===== src/rtl/mpbm_pkg.sv =====
// Shared types and codes for the multi-pattern byte matcher.
package mpbm_pkg;

    localparam int SYM_W = 8;
    localparam int CNT_W = 16;
    localparam int TOT_W = 32;

    localparam logic [1:0] MODE_PATTERN = 2'd0;
    localparam logic [1:0] MODE_BUILD   = 2'd1;
    localparam logic [1:0] MODE_QUERY   = 2'd2;
    localparam logic [1:0] MODE_CLEAR   = 2'd3;

    localparam logic [1:0] ST_OK        = 2'd0;
    localparam logic [1:0] ST_OVERFLOW  = 2'd1;
    localparam logic [1:0] ST_NOT_BUILT = 2'd2;

    localparam logic KIND_BUILD = 1'b0;
    localparam logic KIND_QUERY = 1'b1;

    typedef enum logic [4:0] {
        OP_IDLE,
        OP_LATCH,
        OP_CLR,
        OP_PAT_RD,
        OP_PAT_UPD,
        OP_PAT_CNT,
        OP_Q_START,
        OP_Q_END,
        OP_Q_RD,
        OP_Q_CHK,
        OP_Q_ADD,
        OP_WALK_FAIL,
        OP_B_INIT,
        OP_B_RRD,
        OP_B_RCHK,
        OP_B_POP,
        OP_B_CUR,
        OP_B_FCUR,
        OP_B_CRD,
        OP_B_CCHK,
        OP_B_FRD,
        OP_B_FCHK,
        OP_B_SUM,
        OP_B_DONE
    } dp_op_t;

    typedef struct packed {
        logic [1:0] mode;
        logic       last;
        logic       built;
        logic       clr_done;
        logic       goto_zero;
        logic       walk_more;
        logic       sym_last;
        logic       q_empty;
    } dp_stat_t;

endpackage


===== src/rtl/mpbm_ctrl.sv =====
// Controller: sequences clear, insert, build and query steps on the datapath.
module mpbm_ctrl
    import mpbm_pkg::*;
(
    input  logic     clk,
    input  logic     rst_n,
    input  logic     start,
    input  dp_stat_t stat,
    output logic     busy,
    output dp_op_t   op
);

    typedef enum logic [4:0] {
        S_CLR,
        S_IDLE,
        S_DISP,
        S_PAT_RD,
        S_PAT_UPD,
        S_PAT_CNT,
        S_Q_RD,
        S_Q_CHK,
        S_Q_FAIL,
        S_Q_ADD,
        S_B_RRD,
        S_B_RCHK,
        S_B_POP,
        S_B_CUR,
        S_B_FCUR,
        S_B_CRD,
        S_B_CCHK,
        S_B_FRD,
        S_B_FCHK,
        S_B_FSTEP,
        S_B_SUM
    } state_t;

    state_t state_reg, state_next;

    always_ff @(posedge clk or negedge rst_n)
    begin
        if (!rst_n)
        begin
            state_reg <= S_CLR;
        end
        else
        begin
            state_reg <= state_next;
        end
    end

    assign busy = state_reg != S_IDLE;

    always_comb
    begin
        state_next = state_reg;
        op         = OP_IDLE;
        unique case (state_reg)
            S_CLR:
            begin
                op = OP_CLR;
                if (stat.clr_done)
                begin
                    state_next = S_IDLE;
                end
            end
            S_IDLE:
            begin
                if (start)
                begin
                    op         = OP_LATCH;
                    state_next = S_DISP;
                end
            end
            S_DISP:
            begin
                unique case (stat.mode)
                    MODE_PATTERN: state_next = stat.built ? S_IDLE : S_PAT_RD;
                    MODE_BUILD:
                    begin
                        if (stat.built)
                        begin
                            op         = OP_B_DONE;
                            state_next = S_IDLE;
                        end
                        else
                        begin
                            op         = OP_B_INIT;
                            state_next = S_B_RRD;
                        end
                    end
                    MODE_QUERY:
                    begin
                        if (stat.built)
                        begin
                            op         = OP_Q_START;
                            state_next = S_Q_RD;
                        end
                        else
                        begin
                            op         = stat.last ? OP_Q_END : OP_IDLE;
                            state_next = S_IDLE;
                        end
                    end
                    MODE_CLEAR: state_next = S_CLR;
                    default: state_next = S_IDLE;
                endcase
            end
            S_PAT_RD:
            begin
                op         = OP_PAT_RD;
                state_next = S_PAT_UPD;
            end
            S_PAT_UPD:
            begin
                op         = OP_PAT_UPD;
                state_next = stat.last ? S_PAT_CNT : S_IDLE;
            end
            S_PAT_CNT:
            begin
                op         = OP_PAT_CNT;
                state_next = S_IDLE;
            end
            S_Q_RD:
            begin
                op         = OP_Q_RD;
                state_next = S_Q_CHK;
            end
            S_Q_CHK:
            begin
                op         = OP_Q_CHK;
                state_next = stat.walk_more ? S_Q_FAIL : S_Q_ADD;
            end
            S_Q_FAIL:
            begin
                op         = OP_WALK_FAIL;
                state_next = S_Q_RD;
            end
            S_Q_ADD:
            begin
                op         = OP_Q_ADD;
                state_next = S_IDLE;
            end
            S_B_RRD:
            begin
                op         = OP_B_RRD;
                state_next = S_B_RCHK;
            end
            S_B_RCHK:
            begin
                op         = OP_B_RCHK;
                state_next = stat.sym_last ? S_B_POP : S_B_RRD;
            end
            S_B_POP:
            begin
                if (stat.q_empty)
                begin
                    op         = OP_B_DONE;
                    state_next = S_IDLE;
                end
                else
                begin
                    op         = OP_B_POP;
                    state_next = S_B_CUR;
                end
            end
            S_B_CUR:
            begin
                op         = OP_B_CUR;
                state_next = S_B_FCUR;
            end
            S_B_FCUR:
            begin
                op         = OP_B_FCUR;
                state_next = S_B_CRD;
            end
            S_B_CRD:
            begin
                op         = OP_B_CRD;
                state_next = S_B_CCHK;
            end
            S_B_CCHK:
            begin
                op = OP_B_CCHK;
                if (!stat.goto_zero)
                begin
                    state_next = S_B_FRD;
                end
                else
                begin
                    state_next = stat.sym_last ? S_B_POP : S_B_CRD;
                end
            end
            S_B_FRD:
            begin
                op         = OP_B_FRD;
                state_next = S_B_FCHK;
            end
            S_B_FCHK:
            begin
                op         = OP_B_FCHK;
                state_next = stat.walk_more ? S_B_FSTEP : S_B_SUM;
            end
            S_B_FSTEP:
            begin
                op         = OP_WALK_FAIL;
                state_next = S_B_FRD;
            end
            S_B_SUM:
            begin
                op         = OP_B_SUM;
                state_next = stat.sym_last ? S_B_POP : S_B_CRD;
            end
            default: state_next = S_IDLE;
        endcase
    end

`ifndef NO_ASSERTIONS
    a_busy_after_start: assert property (@(posedge clk) disable iff (!rst_n)
        start && !busy |=> busy)
        else $error("accepted beat did not raise busy");
    a_dispatch_follows: assert property (@(posedge clk) disable iff (!rst_n)
        state_reg == S_DISP |-> $past(state_reg) == S_IDLE)
        else $error("dispatch entered without an accepted beat");
    a_fail_step: assert property (@(posedge clk) disable iff (!rst_n)
        (state_reg == S_Q_FAIL) || (state_reg == S_B_FSTEP) |->
            $past(stat.walk_more))
        else $error("fail link followed without a miss");
`endif

endmodule


===== config.mk =====
export PLATFORM = sky130hd
export DESIGN_NAME = mpbm_ctrl
export DESIGN_NICKNAME = d
export VERILOG_FILES = /design/src/rtl/mpbm_pkg.sv /design/src/rtl/mpbm_ctrl.sv
export SDC_FILE = /design/constraint.sdc
export NUM_CORES = 1
export LEC_CHECK = 0
export BUFFER_PORTS_ARGS = -buffer_cell sky130_fd_sc_hd__buf_2
export CELL_PAD_IN_SITES_DETAIL_PLACEMENT = 0
export CELL_PAD_IN_SITES_GLOBAL_PLACEMENT = 1
export CORE_MARGIN = 4
export CORE_UTILIZATION = 38
export CTS_BUF_LIST = sky130_fd_sc_hd__clkbuf_16
export DETAILED_ROUTE_END_ITERATION = 8
export GPL_TIMING_DRIVEN = 1
export PLACE_DENSITY = 0.89
export RECOVER_POWER = 25
export REMOVE_ABC_BUFFERS = 1
export SKIP_LAST_GASP = 1
export SYNTH_ARGS = -nofsm -noshare
export SYNTH_HDL_FRONTEND = slang
export SYNTH_SLANG_ARGS = --single-unit

===== constraint.sdc =====
create_clock -name clk -period 2 [get_ports clk]
set_clock_uncertainty 0.2 [all_clocks]
set_input_delay 0.3 -clock clk [delete_from_list [all_inputs] [get_ports clk]]
set_output_delay 0.3 -clock clk [all_outputs]
set_load 0.02 [all_outputs]

==> flow_summary.toml, run 1 <==
[final_layout]
fin_cells = 195
mostFrequentLayoutCells = "buf_4, buf_2, nor2_1, o21ai_0, a21oi_1"
nNetsFinal = 183
fillers = 235
syn_to_final_growth_pct = 42.1
largest_register_ffs = 5
layout-drive-gt1-share = 0.383
layout_commonest_cell = "buf_4"
utilization = 0.581
insertedDiodeCount = 0

[routing]
totalWireLength_um = 3160
dr.pass1.iters = 4
wire_per_inst_um = 16.2
vias = 1126
drtAntennaViolNets = 0
drc = 0
first_iter_violations = 18
avgViaCountPerCell = 5.77

[global_route]
grt_usage = 0.191
antenna_found_initial = 0
grt_pass1_vias = 1131
grt_first_pass_wirelength_um = 4930
overflow = 0
grt_max_degree = 16

[floorplan]
dieHeight_um = 57.3
core_um2 = 2250
initial_core_util = 0.409
die_area_um2 = 3280
die_w_um = 57.3
num_rows = 17
ios = 18

[pwr]
power_density_nw_per_um2 = 1490
ir_drop_uv = 892
leakagePower_nw = 0.586
power_mw = 1.95

[timing]
layout_min_cycle_time_ns = 2.10
fmax_mhz = 477
setup_ws_ns = -0.0954
worst_pin_slew_ns = 0.330
hold_viol = 0
rsz0062_at_grt = "yes"
slew_headroom = 0.778
hold_ws_ns = 0.178
finalMaxSlewViolations = 0
final.period_utilization = 1.05
setup_violations = 5

[synth]
synth-seq-cells = 5
yosysTopAreaCell = "dfrtp_1"
synth_ff_type = "dfrtp_1"
synth_cell_types = 43
seq_area_frac_synth = 0.136
netlist_area_um2 = 922
synth_compound_area_frac = 0.376
synth_top_area_frac = 0.136
postSynthCellCount = 134
synth_top_family_by_area = "compound AO/OA/AOI/OAI gates"
avgSynthCellArea_um2 = 6.88
synthXorXnorAreaFrac = 0
synth_fa_ha_area_frac = 0.0407
synth_edf_count = 0
yosysWarnings = 0
synthArstFlopShare = 1.00
netlist_top_cells_area = "dfrtp_1, o21ai_0, nor2_1"
yosys.area_share.simple = 0.318
synth_mux_area_frac = 0.0109

[placed_design]
pre_cts_ws_ns = 0.0865
routabilityCongestion = 0.923
io_buffers = 17
dp_hpwl_um = 2150
dp_cells = 180

[worst_setup_path]
r2r_slack_ns = 0.16
crit_buf_inv = 2
cp-start-kind = "register"
r2r_start = "state_reg[0]"
crit_fanout = 8
cp.arrival_ns = 1.60
worstPathRequired_ns = 1.50
slowest_stage = "dfrtp_1"
worstSetupPathType = "register to output port"
crit_family = "flip-flops"
timing.rr.end = "state_reg[0]"
worstSetupEndpointType = "output port"
r2r_cells = 6
cp_slowest_stage_delay_ns = 0.40
crit_chain = "buf_12 > nor2_4 > nand4_1 > o21bai_1 > o221ai_1 > buf_4"

[run_status]
status = "finished, violations left"
violations = "setup timing"

[clocking]
root_buffer = "clkbuf_16"
cts_sinks = 5
cts_buffers = 3
cts_tree = "done"
clk_pin_slew_ns = 0.03
clkLatencyLatePin_ns = 0.23
cts_buffer_depth = 2
htree_levels = 1

[worst_hold_path]
holdPathEnd = "state_reg[0]"
whs_path_depth = 3
hold_start = "stat[4]"
holdCritPathClass = "primary input to register"

[run]
drv_cap = 0
==> synthesized netlist by cell type (all sizes together) (2+ instances only) <==
| cell type | n |
|---|---|
| o21a | 3 |
| buf | 10 |
| nand4 | 2 |
| nand2b | 5 |
| ha | 3 |
| a21oi | 11 |
| nor3 | 7 |
| inv | 7 |
| or2 | 4 |
| a22oi | 2 |
| o31ai | 2 |
| nor2b | 3 |
| a211oi | 2 |
| nor4 | 3 |
| clkbuf | 2 |
| o22ai | 2 |
| dfrtp | 5 |
| nor2 | 16 |
| nand3 | 5 |
| o221ai | 2 |
| nand2 | 8 |
| a21o | 3 |
| o21ai | 16 |
==> worst max-delay path by stage <==
stage,startpoint,end,depth (start not counted)
2_1_floorplan,state_reg[1],op[4],4
3_3_place_gp,state_reg[2],op[0],6
3_5_place_dp,state_reg[2],op[0],6
4_1_cts,state_reg[1],op[2],7
5_1_grt,state_reg[0],op[1],7
6_report,state_reg[0],op[2],6
==> layer usage <==
metal | up-vias | wire [µm] | global-route usage | part of all wire
li1 | 559 | - | - | -
met4 | 0 | 65 | 0.0828 | 0.021
met1 | 518 | 1350 | 0.236 | 0.43
met2 | 42 | 1540 | 0.316 | 0.49
met3 | 7 | 195 | 0.0407 | 0.062
met5 | - | 0 | 0 | 0
==> tightest hold or removal path, delay by kind of cell <==
family | cells | cell delay [ns]
buffers and inverters | 1 | 0.08
AO/OA/AOI/OAI | 1 | 0.13
AND/OR/NAND/NOR | 1 | 0.05
==> repair_timing <==
item / in CTS / in global routing
endpoints found under the hold margin: 5 / 0
setup buffers: 9 / 1
pin swaps: 7 / 8
hold buffers: 1 / 0
setup endpoints to repair: 6 / 5
gates resized for setup: 13 / 14
cloned: 1 / 0
==> metrics by stage <==
| step | setup TNS (ns) | area (µm²) |
|---|---|---|
| detailed placement | 0 | 1070 |
| global placement | 0 | 1070 |
| global route | -0.654 | 1310 |
| finish | -0.331 | 1310 |
| floorplan | -0.413 | 838 |
| CTS | -0.379 | 1260 |
==> final cells by class <==
type,count,area (µm²),share of cell area
Tap cell,28,35.0,0.0267
Clock inverter,1,3.75,0.00287
Inverter,7,28.8,0.0220
Timing Repair Buffer,41,294,0.224
Sequential cell,5,129,0.0984
Multi-Input combinational cell,110,744,0.568
Clock buffer,3,75.1,0.0573
==> power breakdown <==
part	switching, mW	internal [mW]	total [mW]
registers	0.0672	0.139	0.206
clock network	0.0659	0.259	0.325
logic	0.762	0.656	1.42
total	0.896	1.05	1.95
==> logic make-up after synthesis <==
| family | count (synthesis) |
|---|---|
| compound gates | 51 |
| fa+ha+maj | 3 |
| flops | 5 |
| buf+inv | 19 |
| mux | 1 |
| simple gates | 55 |
Power figures use the tool's default switching activity.
==> inputs of run 2 (changes only) <==
--- a/config.mk
+++ b/config.mk
@@ -16,7 +16,6 @@
 export PLACE_DENSITY = 0.89
 export RECOVER_POWER = 25
 export REMOVE_ABC_BUFFERS = 1
-export SKIP_LAST_GASP = 1
 export SYNTH_ARGS = -nofsm -noshare
 export SYNTH_HDL_FRONTEND = slang
 export SYNTH_SLANG_ARGS = --single-unit
==> flow_summary.toml, run 2 (synthesis results as in run 1) <==
[routing]
totalWireLength_um = 3120
first_iter_violations = 22
drtAntennaViolNets = 0
wire_per_inst_um = 15.9
avgViaCountPerCell = 5.73
vias = 1123
drc = 0
dr.pass1.iters = 4

[clocking]
clkLatencyLatePin_ns = 0.23
clk_pin_slew_ns = 0.03
htree_levels = 1
cts_tree = "done"
cts_sinks = 5
cts_buffer_depth = 2
cts_buffers = 3
root_buffer = "clkbuf_16"

[pwr]
power_density_nw_per_um2 = 1490
power_mw = 1.95
leakagePower_nw = 0.591
ir_drop_uv = 892

[placed_design]
place_area_um2 = 1070
pre_cts_ws_ns = 0.0865
dp_hpwl_um = 2150
routabilityCongestion = 0.923
io_buffers = 17

[timing]
worst_pin_slew_ns = 0.326
layout_min_cycle_time_ns = 2.09
final.period_utilization = 1.05
finalMaxSlewViolations = 0
setup_ws_ns = -0.0925
fmax_mhz = 478
hold_viol = 0
rsz0062_at_grt = "yes"
final.setup.tns_ns = -0.336
setup_violations = 5
slew_headroom = 0.781

[floorplan]
core_um2 = 2250
num_rows = 17
die_w_um = 57.3
dieHeight_um = 57.3
ios = 18
initial_core_util = 0.409
die_area_um2 = 3280

[run_status]
status = "finished, violations left"
violations = "setup timing"

[final_layout]
largest_register_ffs = 5
layout-drive-gt1-share = 0.375
fin_area_um2 = 1310
insertedDiodeCount = 0
mostFrequentLayoutCells = "buf_4, nor2_1, buf_2, o21ai_0, a21oi_1"
nNetsFinal = 184
utilization = 0.582
syn_to_final_growth_pct = 42.2
layout_commonest_cell = "buf_4"

[global_route]
overflow = 0
grt_max_degree = 16
grt_pass1_vias = 1132
antenna_found_initial = 0
grt_usage = 0.190
grt_first_pass_wirelength_um = 4910

[worst_setup_path]
crit_fanout = 8
cp.arrival_ns = 1.59
worstSetupEndpointType = "output port"
worstSetupPathType = "register to output port"
cp-start-kind = "register"
worstPathRequired_ns = 1.50

[run]
drv_cap = 0

[worst_hold_path]
holdCritPathClass = "primary input to register"
[run 2: changes by cell type in the layout (fill, tap and decap cells not counted), sizes merged]
cell / change
buf: +1
[run 2: path summary, 6_finish.rpt]
check | from | endpoint | slack (ns) | cells past startpoint
worst max-delay path | state_reg[0] | op[2] | -0.09 | 6
worst min-delay path | stat[4] | state_reg[0] | 0.18 | 3
worst max register to register | state_reg[0] | state_reg[0] | 0.15 | 6
worst min register to register | state_reg[4] | state_reg[3] | 0.61 | 2
max in group asynchronous | rst_n | state_reg[2] | 1.11 | 2
min in group asynchronous | rst_n | state_reg[0] | 0.26 | 2
[run 2: repair_timing]
action / in CTS / in global routing
setup buffers: 9 / 1
gates resized for setup: 15 / 10
gates cloned: 1 / 0
endpoints found under the setup margin: 6 / 5
endpoints found under the hold margin: 5 / 0
pin swaps: 7 / 6
hold buffers: 1 / 0
[run 2: layout make-up]
cell class,count,area (µm²)
clock buffer,3,75.1
clock inverter,1,3.75
fill,231,943
inverter,7,28.8
multi-input combinational,110,738
sequential,5,129
tap,28,35.0
timing repair buffer,42,302
[run 2: power by group]
group / switching (mW) / internal (mW)
clock: 0.0660 / 0.259
combinational: 0.762 / 0.658
sequential: 0.0657 / 0.139
total: 0.894 / 1.06
[run 2: worst max-delay path, stage by stage, from the launching register on]
cell      delay [ns]
dfrtp_1         0.40
buf_12          0.16
nor2_4          0.08
nand4_1         0.23
o21bai_1        0.24
o221ai_1        0.07
buf_4           0.17
[run 2: stage by stage]
step / cells / hold WS (ns)
2_1_floorplan: 122 / -0.196
3_3_place_gp: 180 / -0.0799
3_5_place_dp: 180 / -0.0810
4_1_cts: 195 / 0.174
5_1_grt: 196 / 0.200
6_report: 196 / 0.179
[run 2: layer usage]
metal,GRT usage,vias to the layer above,routed length [µm]
li1,-,561,-
met1,0.235,514,1340
met4,0.0828,0,59
met5,0,-,0
met3,0.0407,7,203
met2,0.316,41,1520
